## src/design/apa_pkg.sv

```systemverilog
// apa_pkg: constants, defaults and the cordic angle table for the pitch angle block
// no dependencies; used by accel_pitch_angle, apa_front and apa_back
`default_nettype none

package apa_pkg;

    localparam int CORDIC_STEPS_DEF = 16;
    localparam int SAMPLE_BITS_DEF  = 16;

    // fixed working widths (independent of sample bits since the scale is 31 - sample bits)
    localparam int ROOT_W = 31;   // integer square root width
    localparam int REM_W  = 35;   // square root remainder width
    localparam int NUM_W  = 62;   // scaled sum of squares width
    localparam int VEC_W  = 35;   // cordic x/y width
    localparam int ACC_W  = 26;   // angle accumulator, 2^-16 degree
    localparam int OUT_W  = 16;

    localparam logic signed [OUT_W-1:0] LIMIT_90 = 16'sd23040;

    // round(atan(2^-i) * 180/pi * 2^16)
    function automatic logic [ACC_W-1:0] atan_step(input int i);
        logic [ACC_W-1:0] v;
        case (i)
            0:  v = 26'd2949120;
            1:  v = 26'd1740967;
            2:  v = 26'd919879;
            3:  v = 26'd475137;
            4:  v = 26'd234379;
            5:  v = 26'd117304;
            6:  v = 26'd58666;
            7:  v = 26'd29335;
            8:  v = 26'd14668;
            9:  v = 26'd7334;
            10: v = 26'd3667;
            11: v = 26'd1833;
            12: v = 26'd917;
            13: v = 26'd458;
            14: v = 26'd229;
            15: v = 26'd115;
            16: v = 26'd57;
            17: v = 26'd29;
            18: v = 26'd14;
            19: v = 26'd7;
            20: v = 26'd4;
            21: v = 26'd2;
            22: v = 26'd1;
            default: v = '0;
        endcase
        return v;
    endfunction

endpackage

`default_nettype wire

```

## src/design/apa_front.sv

```systemverilog
// apa_front: takes a sample word, zero-fills the axes above bit 15 and squares y and z
// depends on apa_pkg
`default_nettype none

module apa_front #(
    parameter int SAMPLE_BITS = apa_pkg::SAMPLE_BITS_DEF
) (
    input  wire logic                        clk,
    input  wire logic                        rst_n,
    input  wire logic                        in_vld,
    output logic                             in_rdy,
    input  wire logic [15:0]                 in_x,
    input  wire logic [15:0]                 in_y,
    input  wire logic [15:0]                 in_z,
    output logic                             out_vld,
    input  wire logic                        out_rdy,
    output logic [3*SAMPLE_BITS+4*SAMPLE_BITS-1:0] out_item
);
    localparam int SB = SAMPLE_BITS;
    localparam int SW = 2 * SB;

    logic                 vld_reg;
    logic signed [SB-1:0] ax, ay, az;
    logic signed [SW-1:0] ysq, zsq;
    logic signed [SB-1:0] ax_reg;
    logic [SW-1:0]        ysq_reg, zsq_reg;
    logic                 take;

    always_comb
    begin
        for (int b = 0; b < SB; b++)
        begin
            ax[b] = (b < 16) ? in_x[b % 16] : 1'b0;
            ay[b] = (b < 16) ? in_y[b % 16] : 1'b0;
            az[b] = (b < 16) ? in_z[b % 16] : 1'b0;
        end
    end

    // full-width signed squares
    assign ysq = ay * ay;
    assign zsq = az * az;

    assign in_rdy = !vld_reg || out_rdy;
    assign take   = in_vld && in_rdy;

    always_ff @(posedge clk or negedge rst_n)
    begin
        if (!rst_n)
            vld_reg <= 1'b0;
        else if (in_rdy)
            vld_reg <= in_vld;
    end

    always_ff @(posedge clk)
    begin
        if (take)
        begin
            ax_reg  <= ax;
            ysq_reg <= $unsigned(ysq);
            zsq_reg <= $unsigned(zsq);
        end
    end

    assign out_vld  = vld_reg;
    assign out_item = {zsq_reg, ysq_reg, SB'(0), SB'(0), ax_reg};

endmodule

`default_nettype wire

```

## config.mk

```make
export PLATFORM = sky130hd
export DESIGN_NAME = apa_front
export DESIGN_NICKNAME = d
export VERILOG_FILES = /design/src/design/apa_pkg.sv /design/src/design/apa_front.sv
export SDC_FILE = /design/constraint.sdc
export NUM_CORES = 1
export LEC_CHECK = 0
export ABC_AREA = 1
export BUFFER_PORTS_ARGS = -buffer_cell sky130_fd_sc_hd__buf_4
export CAP_MARGIN = 30
export CORE_MARGIN = 5
export CORE_UTILIZATION = 55
export DETAILED_ROUTE_END_ITERATION = 7
export PLACE_DENSITY = 0.76
export SKIP_LAST_GASP = 1
export SLEW_MARGIN = 0
export SYNTH_ARGS = -nofsm -noshare
export SYNTH_HDL_FRONTEND = slang
export SYNTH_SLANG_ARGS = --single-unit
```

## constraint.sdc

```tcl
create_clock -name clk -period 7.05 [get_ports clk]
set_input_delay 1.41 -clock clk [delete_from_list [all_inputs] [get_ports clk]]
set_output_delay 1.41 -clock clk [all_outputs]
set_load 0.01 [all_outputs]
```

After elaboration in Yosys (flattened, before gate mapping)
Index checks and enable logic that the tools add are counted.
{"block": "totals", "out_inout_bits": 114, "elab_cells": 9, "register_bits": 81, "inputBits": 52}
{"block": "classes", "reduce_logical": 3, "n_mul": 2}
{"cell": "$mul A16 B16 Y32", "count": 2}
{"cell": "$logic_and A1 B1 Y1", "count": 1}
{"cell": "$logic_not A1 Y1", "count": 1}
{"cell": "$logic_or A1 B1 Y1", "count": 1}

Logic depth before layout (Yosys ltp)
Gate-level depths: netlist of run 1.
{"block": "depth", "word_depth": 3, "mapped_depth": 28}

Worst setup path before layout of run 1
OpenSTA, ideal clock, no wires.
{"block": "synth_path", "path_kind": "input -> register", "startpoint": "input in_z[1]", "endpoint": "register zsq_reg[31], data pin", "slack_ps": 270, "setup_time_ps": 252, "arrival_time_ps": 6527, "path_stages": 23, "path_cell_list": "clkbuf_1 -> clkbuf_1 -> nand2_1 -> inv_1 -> fa_1 -> fa_1 -> inv_1 -> fa_1 -> inv_1 -> fa_1 -> inv_1 -> fa_1 -> inv_1 -> fa_1 -> ha_1 -> nand2_1 -> nor3_1 -> and2_1 -> nand2_1 -> inv_1 -> nor2_1 -> nand2_1 -> nand2_1"}
{"block": "synth_between", "elab_chain_len": 1}
{"item": "start: declaration", "line": "apa_front.sv:14", "text": "input wire logic [15:0] in_z,"}
{"item": "$mul A16 B16 Y32", "line": "apa_front.sv:41", "text": "assign zsq = az * az;"}
{"item": "net zsq[31]", "line": "apa_front.sv:24", "text": "logic signed [SW-1:0] ysq, zsq;"}
{"item": "end signal: assignment", "line": "apa_front.sv:60", "text": "zsq_reg <= $unsigned(zsq);"}
{"item": "end: declaration", "line": "apa_front.sv:26", "text": "logic [SW-1:0] ysq_reg, zsq_reg;"}
The timed path passes the listed nets, and every way through them passes these cells.
A chain may end at the register's enable or synchronous reset.

Final worst setup path of run 1
{"block": "layout_path", "startpoint": "input in_y[2]", "endpoint": "register ysq_reg[17], data pin"}
{"block": "layout_between", "elab_chain_len": 1}
{"item": "start: declaration", "line": "apa_front.sv:13", "text": "input wire logic [15:0] in_y,"}
{"item": "$mul A16 B16 Y32", "line": "apa_front.sv:40", "text": "assign ysq = ay * ay;"}
{"item": "net ysq[17]", "line": "apa_front.sv:24"}
{"item": "end signal: assignment", "line": "apa_front.sv:59", "text": "ysq_reg <= $unsigned(ysq);"}
{"item": "end: declaration", "line": "apa_front.sv:26"}
The timed path passes the listed nets, and every way through them passes these cells.

==> flow_metrics.tcl, run 1 <==
set metrics [dict create \
    muxShareOfSynthArea_pct 0.0509 \
    yosysUniqueCellTypes 33 \
    crit_top_cell "fa_1" \
    grt_max_degree 66 \
    synthesis.area_um2 22100 \
    antenna_found_initial 0 \
    place.gp.congestion 0.932 \
    synth-compound-area-share_pct 2.33 \
    slowest_stage "fa_1" \
    cts_tree "yes" \
    synth_edf_count 78 \
    rows 73 \
    fmax_mhz 152 \
    clock_skew_ns 0.00588 \
    drive_gt1_share_pct 6.54 \
    synth-simple-area-share_pct 15.2 \
    io_pins 166 \
    synth_top_family_by_area "adder cells" \
    postCtsResizedCells 0 \
    syn_avg_cell_area_um2 8.32 \
    nets 3448 \
    clock-sinks 79 \
    async_reset_ff_share_pct 1.27 \
    multi_input_area_um2 16200 \
    yosysWarnings 0 \
    cts_buffers 9 \
    area_growth_pct 7.83 \
    start_util_pct 55.7 \
    seq_area_um2 2370 \
    finalCritPeriodShare_pct 93.1 \
    setup_viol 0 \
    clkLatencyLatePin_ns 0.36 \
    synth_xor_area_share_pct 2.57 \
    final_antenna_net_count 0 \
    vias_per_cell 5.05 \
    drv_cap 0 \
    overflow 0 \
    fin_setup_tns_ns 0 \
    worstPathMaxFanout 9 \
    coreArea_um2 39700 \
    final_common_cell "inv_1" \
    cp_top_family "adder cells" \
    startpoint_type "input port" \
    cts_root_buf "clkbuf_16" \
    wl_per_cell_um 15.6 \
    postCtsHoldBufs 0 \
    most-common-layout-cells "inv_1 (845), nand2_1 (604), fa_1 (467)" \
    finalMaxSlewViolations 0 \
    holdWs_ns 0.603 \
    chipWidth_um 211 \
    n_antenna_cell 0 \
    first_pass_iters 6 \
    crit_type "input port to register" \
    cts_max_level 3 \
    io_buffers 131 \
    die_area_um2 44300 \
    min_path_type "register to register" \
    grt_pass1_wl_um 88300 \
    yosysSeqAreaShare_pct 10.7 \
    tightest_slew_ns 0.950 \
    clk_path_buf_depth 2 \
    path_buf_inv 6 \
    track_usage_pct 24.6 \
    syn_inst 2659 \
    wl_um 51100 \
    critPathArrivalTime_ns 6.67 \
    critPathRequiredTime_ns 7.15 \
    maxSlewHeadroom_pct 36.7 \
    worst_setup_path_end_kind "register" \
    crit_path_cell_trace "buf_4, buf_4, nand2_1, fa_1, fa_1, fa_1, inv_1, fa_1, fa_1, inv_1, fa_1, inv_1, ha_1, nand2_1, inv_1, a21oi_1, nand3_2, nand2_1, nand2_1, xor2_1" \
    final_core_util_pct 60.0 \
    rsz0062_at_grt "false" \
    num_vias 16600 \
    hpwl_um 44400 \
    cts_setup_buffers 0 \
    die_y_um 211 \
    finalHoldViolations 0 \
    num-fill-cells 3495 \
    drc 0 \
    cp_slowest_stage_delay_ns 0.53 \
    period_needed_ns 6.56 \
    drtIter0Drc 1024 \
    status "finished, final reports clean" \
    synth-adder-area-share_pct 52.5 \
    path_clk_slew_ns 0.06 \
    ys_ff_latch 79 \
    grt_pass1_vias 18400 \
    ys.flop_type "edfxtp_1" \
]
==> metal layers <==
layer	vias up	GRT usage, %	routed length [um]
met5	-	0	0
met4	0	5.61	913
met3	65	3.68	3480
met2	532	41.7	24900
met1	8240	33.9	21800
li1	7714	-	-
==> cells in the mapped netlist, drive strengths merged, types with 21 or more instances <==
cell type,number,area share [%]
nor2,95,1.6
ha,180,10
o21bai,22,0.75
inv,846,14
buf,35,1.2
fa,467,42
nand2,606,10
a21oi,49,1.1
xor2,50,2.0
nand4,21,0.59
nand3,77,1.8
edfxtp,78,11
clkbuf,65,1.1
==> cell families (layout without fill, tap and decap cells) <==
logic type                 after synthesis  in the layout
muxes                                    1              1
and+or+nand+nor                        831            831
adders and majority gates              647            647
buffers and inverters                  948           1010
DFF                                     79             79
other                                    1             34
AOI/OAI and AO/OA                       87             87
xor gates and xnor gates                65             65
==> layout make-up <==
type | instances | share of cell area (%)
well taps | 525 | 2.76
multi-input cells | 1665 | 67.9
repair buffers | 146 | 4.60
clock inverters | 6 | 0.488
clock buffers | 10 | 0.960
flip-flops and latches | 79 | 9.93
inverters | 848 | 13.4
==> tightest hold or removal path, stage by stage (launching register included) <==
cell and delay [ns]:
dfrtp_1 0.41, nand2_1 0.10, nand2_1 0.06
==> through the flow <==
step | setup WS [ns] | instances | area, um^2
final | 0.487 | 3279 | 23800
after global routing | 0.134 | 3279 | 23800
after CTS | 0.524 | 3279 | 23800
after detailed placement | 0.134 | 3263 | 23500
after global placement | 0.246 | 3263 | 23500
after floorplan | 0.270 | 2692 | 22200
==> worst paths after layout <==
kind                       depth (start not counted)           to  startpoint  slack, ns
max                                               20  ysq_reg[17]     in_y[2]       0.49
min                                                2      out_vld     out_vld       0.60
max reg2reg                                        2   zsq_reg[4]     out_vld       4.95
min reg2reg                                        2      out_vld     out_vld       0.60
max in group asynchronous                          1      out_vld       rst_n       6.16
min in group asynchronous                          1      out_vld       rst_n       0.81
Power of run 1 is not shown: default switching activity piles up to over one toggle a cycle in this logic, so the estimate is an artifact.
==> run 2, diff against run 1 <==
--- a/config.mk
+++ b/config.mk
@@ -8,10 +8,11 @@
 export ABC_AREA = 1
 export BUFFER_PORTS_ARGS = -buffer_cell sky130_fd_sc_hd__buf_4
 export CAP_MARGIN = 30
+export CORE_ASPECT_RATIO = 0.6
 export CORE_MARGIN = 5
-export CORE_UTILIZATION = 55
+export CORE_UTILIZATION = 69
 export DETAILED_ROUTE_END_ITERATION = 7
-export PLACE_DENSITY = 0.76
+export PLACE_DENSITY = 0.92
 export SKIP_LAST_GASP = 1
 export SLEW_MARGIN = 0
 export SYNTH_ARGS = -nofsm -noshare
==> flow_metrics.tcl, run 2 (synthesized netlist as in run 1, its figures left out) <==
set metrics [dict create \
    status "finished, final reports clean" \
    hold_start "out_vld" \
    drtIter0Drc 1651 \
    postCtsResizedCells 0 \
    final_common_cell "inv_1" \
    maxSlewHeadroom_pct 56.3 \
    rsz0062_at_grt "false" \
    drc 0 \
    setup_viol 0 \
    setup.worst_path.start "in_z[4]" \
    path_clk_slew_ns 0.07 \
    period_needed_ns 6.88 \
    slowest_stage "fa_1" \
    worst_setup_path_end_kind "register" \
    start_util_pct 70.4 \
    track_usage_pct 33.7 \
    num_vias 17300 \
    cp_slowest_stage_delay_ns 0.61 \
    nets 3472 \
    coreArea_um2 31400 \
    wl_per_cell_um 18.1 \
    fmax_mhz 145 \
    multi_input_area_um2 16200 \
    cts_setup_buffers 0 \
    place.gp.congestion 0.994 \
    io_pins 166 \
    num-fill-cells 2328 \
    rows 50 \
    hpwl_um 50100 \
    drive_gt1_share_pct 7.31 \
    final_core_util_pct 75.9 \
    first_pass_iters 6 \
    cts_root_buf "clkbuf_16" \
    n_antenna_cell 0 \
    finalMaxSlewViolations 0 \
    seq_area_um2 2370 \
    io_buffers 131 \
    clk_path_buf_depth 2 \
    antenna_found_initial 0 \
    grt_pass1_vias 18500 \
    finalHoldViolations 0 \
    most-common-layout-cells "inv_1 (845), nand2_1 (604), fa_1 (467)" \
    cts_buffers 9 \
    worstReg2RegStart "out_vld" \
    clkLatencyLatePin_ns 0.39 \
    clock_skew_ns 0.00985 \
    cts_max_level 3 \
    final_antenna_net_count 0 \
    fin_setup_tns_ns 0 \
    overflow 0 \
    critPathRequiredTime_ns 7.18 \
    min_path_type "register to register" \
    wl_um 57800 \
    crit_top_cell "fa_1" \
    worstPathMaxFanout 18 \
    postCtsHoldBufs 0 \
    chipWidth_um 241 \
    path_buf_inv 4 \
    cp_top_family "adder cells" \
    detailed_place.area_um2 23500 \
    holdWs_ns 0.604 \
    die_area_um2 35800 \
    startpoint_type "input port" \
    vias_per_cell 5.41 \
    critPathArrivalTime_ns 7.02 \
    drv_cap 0 \
    grt_max_degree 46 \
    cts_tree "yes" \
    crit_path_cell_trace "buf_4, nand2_1, fa_1, inv_1, fa_1, inv_1, fa_1, fa_1, fa_1, fa_1, inv_1, ha_1, nand2_1, nor2_1, nand2_1, nor3_1, nand2_1, nand3_1, nand2_1" \
    crit_type "input port to register" \
    finalInstanceArea_um2 23800 \
    area_growth_pct 7.80 \
    finalCritPeriodShare_pct 97.7 \
    grt_pass1_wl_um 93900 \
    die_y_um 149 \
    tightest_slew_ns 0.655 \
    clock-sinks 79 \
]
## run 2: per-stage QoR
stage,setup WS (ns),std cells
6_report,0.165,3194
5_1_grt,0.0303,3194
4_1_cts,0.321,3194
3_5_place_dp,-0.0487,3178
3_3_place_gp,0.153,3178
2_1_floorplan,0.270,2692
## run 2: worst min-delay path, cell delays in order, from the launching register on
cell	delay (ns)
dfrtp_1	0.41
nand2_1	0.10
nand2_1	0.06
## run 2: final timing paths
check	to	slack, ns	depth (start not counted)
max	zsq_reg[30]	0.17	19
min	out_vld	0.60	2
max reg2reg	ysq_reg[8]	5.52	2
min reg2reg	out_vld	0.60	2
max in group asynchronous	out_vld	6.18	1
min in group asynchronous	out_vld	0.78	1
## run 2: routing by layer
metal	track usage [%]	wire length, um	vias up
li1	-	-	7763
met1	48.0	23100	8447
met2	51.5	26000	946
met3	10.7	7420	108
met4	7.78	1310	0
met5	0	0	-
## run 2: layout make-up
type | instances | area share, %
tap | 416 | 2.18
sequential | 79 | 9.93
timing repair buffer | 170 | 5.35
clock inverter | 7 | 0.299
clock buffer | 9 | 0.945
inverter | 848 | 13.4
multi-input combinational | 1665 | 67.9
Power of run 2 is left out for the same reason.
