## src/design/apa_queue.sv

```systemverilog
// apa_queue: two-entry fifo between the front and back parts
// depends on apa_pkg only through its users
`default_nettype none

module apa_queue #(
    parameter int WIDTH = 8
) (
    input  wire logic             clk,
    input  wire logic             rst_n,
    input  wire logic             push_vld,
    output logic                  push_rdy,
    input  wire logic [WIDTH-1:0] push_data,
    output logic                  pop_vld,
    input  wire logic             pop_rdy,
    output logic [WIDTH-1:0]      pop_data
);
    logic [WIDTH-1:0] mem_reg [0:1];
    logic             wr_ptr_reg, rd_ptr_reg;
    logic [1:0]       cnt_reg, cnt_next;
    logic             push, pop;

    assign push_rdy = (cnt_reg != 2'd2);
    assign pop_vld  = (cnt_reg != 2'd0);
    assign push     = push_vld && push_rdy;
    assign pop      = pop_vld && pop_rdy;
    assign pop_data = mem_reg[rd_ptr_reg];

    always_comb
    begin
        cnt_next = cnt_reg;
        if (push && !pop)
            cnt_next = cnt_reg + 2'd1;
        else if (pop && !push)
            cnt_next = cnt_reg - 2'd1;
    end

    always_ff @(posedge clk or negedge rst_n)
    begin
        if (!rst_n)
        begin
            wr_ptr_reg <= 1'b0;
            rd_ptr_reg <= 1'b0;
            cnt_reg    <= 2'd0;
        end
        else
        begin
            cnt_reg <= cnt_next;
            if (push)
                wr_ptr_reg <= !wr_ptr_reg;
            if (pop)
                rd_ptr_reg <= !rd_ptr_reg;
        end
    end

    always_ff @(posedge clk)
    begin
        if (push)
            mem_reg[wr_ptr_reg] <= push_data;
    end

    a_cnt_range: assert property (@(posedge clk) disable iff (!rst_n) cnt_reg != 2'd3)
        else $error("queue count out of range");
    a_cnt_track: assert property (@(posedge clk) disable iff (!rst_n)
        push && !pop |=> cnt_reg == $past(cnt_reg) + 2'd1)
        else $error("queue count lost a push");

endmodule

`default_nettype wire

```

## config.mk

```make
export PLATFORM = sky130hd
export DESIGN_NAME = apa_queue
export DESIGN_NICKNAME = d
export VERILOG_FILES = /design/src/design/apa_queue.sv
export SDC_FILE = /design/constraint.sdc
export NUM_CORES = 1
export LEC_CHECK = 0
export BUFFER_PORTS_ARGS = -buffer_cell sky130_fd_sc_hd__buf_2
export CORE_MARGIN = 2
export CORE_UTILIZATION = 40
export CTS_CLUSTER_DIAMETER = 30
export CTS_CLUSTER_SIZE = 20
export DETAILED_ROUTE_END_ITERATION = 10
export GPL_TIMING_DRIVEN = 0
export REMOVE_ABC_BUFFERS = 1
export SETUP_SLACK_MARGIN = 0.15
export SLEW_MARGIN = 10
export SYNTH_ARGS = -nofsm -noshare
export SYNTH_HDL_FRONTEND = slang
export SYNTH_SLANG_ARGS = --single-unit
```

## constraint.sdc

```tcl
create_clock -name clk -period 1.47 [get_ports clk]
set_input_delay 0.147 -clock clk [delete_from_list [all_inputs] [get_ports clk]]
set_output_delay 0.147 -clock clk [all_outputs]
set_load 0.02 [all_outputs]
```

Word-level counts from Yosys, hierarchy flattened:

Memory sizes are Yosys's and may differ from the RTL's.
Index checks and enable logic that the tools add are counted.

* memories: 1
* output and inout port bits: 10
* bits in registers: 4
* word-level logic and storage cells: 21
* input port bits: 12
* bits in writable memories: 16

* equal/unequal tests: 1
* add/subtract/negate cells: 2
* multiplexer cells: 4
* reductions and logical operators: 10

Memory list
* mem_reg: words 2, bits a word 8, rd ports 1, clocked after Yosys merged registers in 0, write ports 1, line 17 `logic [WIDTH-1:0] mem_reg [0:1];`

Operator list (count)
* $logic_and A1 B1 Y1: 4
* $logic_not A1 Y1: 4
* $mux W2: 2
* $reduce_bool A2 Y1: 2
* $add A2 B1 Y2 const B: 1
* $mux W1: 2
* $ne A2 B2 Y1 const B: 1
* $sub A2 B1 Y2 const B: 1

Logic depth before layout (Yosys ltp):

Gate-level depths: netlist (run 1).

* word-level depth: 6
* depth in mapped cells: 7
* depth with buffers taken out: 7

Least setup slack after synthesis (run 1):

Ideal clock, no wire load.

* kind: register -> register
* start point: register cnt_reg[0]
* end point: memory mem_reg[0][0], enable pin
* period minus slack after synthesis: 1415 ps
* data arrival time: 1045 ps
* data required time: 1100 ps
* setup time: 370 ps
* stages on the path, launching flop included: 4
* path buffers: 0
* slack: 55 ps
* cells stage by stage: dfrtp_1 nand2b_4 nand2_1 nor2_1

* word-level cells in the longest chain between the ends: 4

Ends and longest elaborated chain
* start, declared: line 19 `logic [1:0] cnt_reg, cnt_next;`
* start signal, assigned: line 47 `cnt_reg <= cnt_next;`
* $ne A2 B2 Y1: line 22 `assign push_rdy = (cnt_reg != 2'd2);`
* via push_rdy: line 11 `output logic push_rdy,`
* $logic_and A1 B1 Y1: line 24 `assign push = push_vld && push_rdy;`
* $mux W1: line 57 `if (push)`
* $mux W1 (implied by the code): line 58 `mem_reg[wr_ptr_reg] <= push_data;`
* end, declared: line 17

The timed path passes the listed nets, and every way through them passes these cells.

Worst setup path after layout (run 1):

* start point: register rd_ptr_reg
* end point: output pop_data[1]

* word-level cells in the longest chain between the ends: 1

Ends and longest elaborated chain
* start, declared: line 18 `logic wr_ptr_reg, rd_ptr_reg;`
* start signal, assigned: line 51 `rd_ptr_reg <= !rd_ptr_reg;`
* $mem_v2 Z2 W8
* end, declared: line 15 `output logic [WIDTH-1:0] pop_data`

Every way passes these cells.

==> qor.yml, run 1 <==
die:
  rows: 16
  dieArea_sq_mm: 0.00234
  start_util_pct: 41.4
  die_x_um: 48.4
  coreArea_sq_mm: 0.00190
  die_h_um: 48.4
  ios: 22
worst_setup_path:
  critical_path.top_delay_family: "flip-flops"
  critPathArrivalTime_ns: 1.27
  critical_path_class: "register to output port"
  cpMaxStageDelayCell: "dfrtp_2"
  worst-r2r-setup-slack_ns: 0.11
  cp_common_cell: "buf_6"
  crit_chain: "buf_6, mux2_4, buf_6"
  max_stage_delay_ns: 0.43
  required_ns: 1.32
  cp-start-kind: "register"
  crit_fanout: 5
  end_kind: "output port"
  crit_buf_inv: 2
timing:
  setup_tns_ns: 0
  fmax_ghz: 0.704
  period_needed_ns: 1.42
  setup_slack_ns: 0.0486
  slew_headroom_pct: 82.5
  worst_slew_pin_slew_ns: 0.261
  drv_slew: 0
  setup_viol: 0
  post-route-period-util_pct: 96.7
  finalHoldViolCount: 0
  skew_ns: 0.00349
  rsz0062_at_grt: "true"
clock_network:
  cts_max_level: 1
  worstSkewPairLatency_ns: 0.28
  clock_sinks: 20
  clk_path_buf_depth: 2
  cts_root_buf: "clkbuf_4"
  clk_pin_slew_ns: 0.10
  cts_tree: "done"
  cts_buffers: 3
place:
  portBuffers: 21
  post-place-cells: 90
  dp_hpwl_um: 837
  place_ws_ns: -0.139
  finalWeightedCongestion: 0.669
cells_and_area:
  area_growth_pct: 41.0
  multi_input_area_sq_um: 238
  fillCellCount: 160
  layout.cells.non_filler: 101
  drive_gt1_share_pct: 63.5
  nets: 88
  layout_common_cells: "edfxtp_1, buf_2, buf_6"
  layout_commonest_cell: "edfxtp_1"
  final_core_util_pct: 58.4
  antenna_cells: 0
  largest_reg_flops: 16
  register_area_sq_um: 582
drt:
  avgViaCountPerCell: 4.47
  initialDrtViolationCount: 2
  wl_per_cell_um: 12.7
  firstDrtPassIters: 4
  route.detailed.drc: 0
  num_vias: 451
  final_antenna_net_count: 0
  routed_wl_mm: 1.28
global_routing:
  grt.total_usage_pct: 12.0
  grt-ovfl-total: 0
  grt_pass1_vias: 511
  grt_start_max_net_pins: 12
  antenna_found_initial: 0
  grt_pass1_wl_mm: 2.15
power:
  report.power.total_w: 0.00227
  powerDensity_mw_per_mm2: 2050
  leakage_nw: 0.453
  ir_worst_vdd_mv: 1.14
synthesis:
  synth.largest_area_cell: "edfxtp_1"
  syn_avg_cell_area_sq_um: 18.3
  ys_ff_latch: 20
  yosysTopAreaCellShare_pct: 61.0
  synthTopCellsByArea: "edfxtp_1, dfrtp_1, mux2_2, xnor2_1, xor2_1"
  synth.distinct_cells: 14
  synth_warnings: 0
  synth-seq-area-share_pct: 73.8
  synthCells: 43
  netlist_area_sq_um: 787
outcome:
  status: "completed"
run:
  cap_violations: 0
worst_hold_path:
  holdCritPathClass: "primary input to register"
==> cell usage after synthesis (all sizes together) <==
library cell and number:
dfrtp 4, nand2b 1, mux2 8, edfxtp 16, nor2 2, and3 1
or2 1, nand2 2, xnor2 3, buf 1, inv 1, xor2 2
ha 1
==> stage by stage <==
stage          instance area, sq um  hold slack, ns
2_1_floorplan                   782          -0.149
5_1_grt                        1110          0.0242
4_1_cts                        1080          0.0358
3_5_place_dp                    921         -0.0372
6_report                       1110          0.0437
3_3_place_gp                    921         -0.0382
==> metal layers <==
layer  wire length (um)  global-route usage (%)
met1                530                    13.5
met3                 58                    3.09
met4                  0                    2.86
met5                  0                       0
met2                691                    22.5
==> worst reg2reg max path, cell delays in order, from the launching register on <==
cell     delay [ns]
dfrtp_1        0.44
or2_4          0.27
nand2_4        0.08
ha_4           0.13
xor2_1         0.14
nor2_1         0.07
xor2_1         0.14
==> final cells by class <==
class	count	share of cell area, %
Timing Repair Buffer	28	20.2
Clock inverter	1	0.338
Tap cell	27	3.04
Sequential cell	20	52.4
Clock buffer	3	2.03
Inverter	1	0.564
Multi-Input combinational cell	21	21.4
==> path summary, 6_finish.rpt <==
| kind | start | endpoint | depth (start not counted) |
|---|---|---|---|
| worst max register to register | cnt_reg[1] | cnt_reg[1] | 6 |
| worst min-delay path | push_data[5] | mem_reg[0][5] | 1 |
| min in group asynchronous | rst_n | wr_ptr_reg | 2 |
| max in group asynchronous | rst_n | rd_ptr_reg | 2 |
| worst min register to register | wr_ptr_reg | wr_ptr_reg | 1 |
| worst max-delay path | rd_ptr_reg | pop_data[1] | 3 |
==> logic make-up (layout without fill, tap and decap cells) <==
logic type / Yosys count / count (layout) / share of synthesized area, %
AND/OR/NAND/NOR: 7 / 7 / 6.52
buffers and inverters: 2 / 33 / 1.11
adder cells (fa/ha/maj): 1 / 1 / 1.59
flip-flops: 20 / 20 / 73.8
XOR/XNOR: 5 / 5 / 5.57
multiplexers: 8 / 8 / 11.4
==> where the power goes <==
part,leakage [nW],switching (W),total [W],internal [W]
clock,0.0154,0.000149,0.000247,0.0000984
sequential,0.194,0.0000858,0.000881,0.000795
combinational,0.243,0.000519,0.00114,0.000623
==> repair_timing <==
| action | CTS | global route |
|---|---|---|
| endpoints found under the hold margin | 4 | 0 |
| gates resized for setup | 29 | 6 |
| hold buffers | 1 | 0 |
| pin swaps | 5 | 4 |
| setup endpoints to repair | 27 | 26 |
| setup buffers | 5 | 1 |
No activity file was read; power rests on OpenSTA's default activity.
==> run 2: changes to the inputs <==
--- a/config.mk
+++ b/config.mk
@@ -9,9 +9,10 @@
 export CORE_MARGIN = 2
 export CORE_UTILIZATION = 40
 export CTS_CLUSTER_DIAMETER = 30
-export CTS_CLUSTER_SIZE = 20
+export CTS_CLUSTER_SIZE = 16
 export DETAILED_ROUTE_END_ITERATION = 10
 export GPL_TIMING_DRIVEN = 0
+export PLACE_DENSITY = 0.66
 export REMOVE_ABC_BUFFERS = 1
 export SETUP_SLACK_MARGIN = 0.15
 export SLEW_MARGIN = 10
==> constraint.sdc (replaced) <==
create_clock -name clk -period 1.2 [get_ports clk]
set_input_delay 0.12 -clock clk [delete_from_list [all_inputs] [get_ports clk]]
set_output_delay 0.12 -clock clk [all_outputs]
set_load 0.02 [all_outputs]
==> run 2 against run 1 <==
  * Sequential share of layout area fell by 6.0 points
  * The run now ends with setup timing left
  * Hold slack got worse by 0.031 ns
  * Clock-buffer cell count rose by 1
  * Critical path type unchanged
  * Largest cell class unchanged
==> qor.yml, run 2 (synthesis gave the netlist of run 1 again) <==
outcome:
  status: "finished with violations"
  failed_checks: "setup timing"
die:
  die_h_um: 48.4  # unchanged
  coreArea_sq_mm: 0.00190  # unchanged
  rows: 16  # unchanged
  dieArea_sq_mm: 0.00234  # unchanged
  die_x_um: 48.4  # unchanged
  ios: 22  # unchanged
  start_util_pct: 41.4  # unchanged
worst_setup_path:
  cp-endpoint: "pop_data[7]"
  worst-r2r-setup-slack_ns: -0.16  # -0.27 ns
  startpoint: "rd_ptr_reg"
  crit_fanout: 3  # -2
  required_ns: 1.08  # -0.24 ns
  r2r_end: "cnt_reg[1]"
  critPathArrivalTime_ns: 1.28  # about the same
  worstReg2RegStart: "cnt_reg[1]"
  reg2reg_depth: 8  # +2
  end_kind: "output port"
  cp-start-kind: "register"
  critical_path_class: "register to output port"
drt:
  wl_per_cell_um: 12.9  # +1.9%
  routed_wl_mm: 1.47  # +15%
  firstDrtPassIters: 4  # unchanged
  avgViaCountPerCell: 4.57  # +2.3%
  route.detailed.drc: 0  # unchanged
  initialDrtViolationCount: 7  # +5
  num_vias: 521  # +16%
  final_antenna_net_count: 0  # unchanged
cells_and_area:
  fillCellCount: 140  # -13%
  nets: 101  # +15%
  drive_gt1_share_pct: 63.2  # -0.30 points
  antenna_cells: 0  # unchanged
  layout.cells.non_filler: 114  # +13%
  design_area_sq_mm: 0.00125  # +13%
  layout_common_cells: "edfxtp_1, buf_6, buf_2"
  largest_reg_flops: 16  # unchanged
  area_growth_pct: 59.3
run:
  cap_violations: 0  # unchanged
clock_network:
  cts_max_level: 1  # unchanged
  cts_root_buf: "clkbuf_4"
  cts_buffers: 3  # unchanged
  clk_pin_slew_ns: 0.10  # about the same
  clk_path_buf_depth: 2  # unchanged
  worstSkewPairLatency_ns: 0.30  # +0.02 ns
  cts_tree: "done"
  clock_sinks: 20  # unchanged
timing:
  slew_headroom_pct: 83.2  # +0.64 points
  period_needed_ns: 1.40
  drv_slew: 0  # unchanged
  finalHoldViolCount: 0  # unchanged
  setup_slack_ns: -0.205  # -0.253 ns
  worst_slew_pin_slew_ns: 0.252  # -0.00959 ns
  skew_ns: 0.00504  # +0.00155 ns
  post-route-period-util_pct: 117
  fmax_ghz: 0.712
  setup_viol: 19  # +19
  rsz0062_at_grt: "true"
place:
  dp_hpwl_um: 855  # +2.2%
  finalWeightedCongestion: 0.631  # -5.7%
  place_area_sq_um: 921  # unchanged
  portBuffers: 21  # unchanged
  post-place-cells: 90  # unchanged
worst_hold_path:
  holdCritPathClass: "primary input to register"
  whs_path_depth: 1  # unchanged
power:
  ir_worst_vdd_mv: 1.41  # +23%
  leakage_nw: 0.517  # +14%
  powerDensity_mw_per_mm2: 2450  # +20%
global_routing:
  grt_start_max_net_pins: 12  # unchanged
  grt.total_usage_pct: 13.4  # +1.4 points
  grt_pass1_wl_mm: 2.24  # +4.2%
  grt-ovfl-total: 0  # unchanged
  grt_pass1_vias: 522  # +2.2%
  antenna_found_initial: 0  # unchanged
[run 2: worst min path at each step]
stage	start	to
final	push_data[5]	mem_reg[0][5]
after global routing	push_data[5]	mem_reg[0][5]
after CTS	push_data[3]	mem_reg[1][3]
after detailed placement	rst_n	cnt_reg[0]
after global placement	rst_n	cnt_reg[1]
after floorplan	rst_n	cnt_reg[0]
[run 2: worst max-delay path, cell delays in order, from the launching register on]
cell and delay [ns]:
dfrtp_2 0.40, buf_4 0.12, mux2_2 0.33, buf_6 0.13
[run 2: area by class of cell]
class | instances | area (sq um) | area share (%)
Clock buffer | 4 | 36.3 | 2.89
Inverter | 1 | 3.75 | 0.299
Multi-Input combinational cell | 21 | 238 | 19.0
Sequential cell | 20 | 582 | 46.4
Tap cell | 27 | 33.8 | 2.69
Timing Repair Buffer | 41 | 360 | 28.7
[run 2: timing repair]
item | in CTS | in global routing
pin swaps | 8 | 4
buffers inserted | 8 | 4
endpoints found under the hold margin | 4 | 14
gates resized for setup | 34 | 4
hold buffers | 1 | 7
setup endpoints to repair | 28 | 29
[run 2: metrics by stage]
| stage | worst slack [ns] | hold WS [ns] | total power, W | setup TNS (ns) | utilization [%] |
|---|---|---|---|---|---|
| 2_1_floorplan | -0.215 | -0.176 | 0.00177 | -2.13 | - |
| 3_5_place_dp | -0.413 | -0.0669 | 0.00203 | -4.94 | 48.4 |
| 5_1_grt | -0.259 | 0.0110 | 0.00323 | -4.13 | 65.9 |
| 3_3_place_gp | -0.393 | -0.0727 | 0.00200 | -4.62 | 48.4 |
| 6_report | -0.205 | 0.0126 | 0.00307 | -2.86 | 65.9 |
| 4_1_cts | -0.213 | 0.00200 | 0.00294 | -2.34 | 59.7 |
[run 2: where the power goes]
group	total (W)	internal [W]	switching (W)
Clock	0.000382	0.000185	0.000197
Combinational	0.00161	0.000927	0.000686
Sequential	0.00108	0.000973	0.000106
[run 2: metal layers]
layer / share of wire [%] / vias to the layer above / global-route usage, % / wire length [um]
li1: - / 243 / - / -
met1: 37 / 257 / 13.2 / 546
met2: 56 / 16 / 22.9 / 819
met3: 3.6 / 5 / 3.70 / 53
met4: 3.5 / 0 / 11.9 / 51
met5: 0 / - / 0 / 0
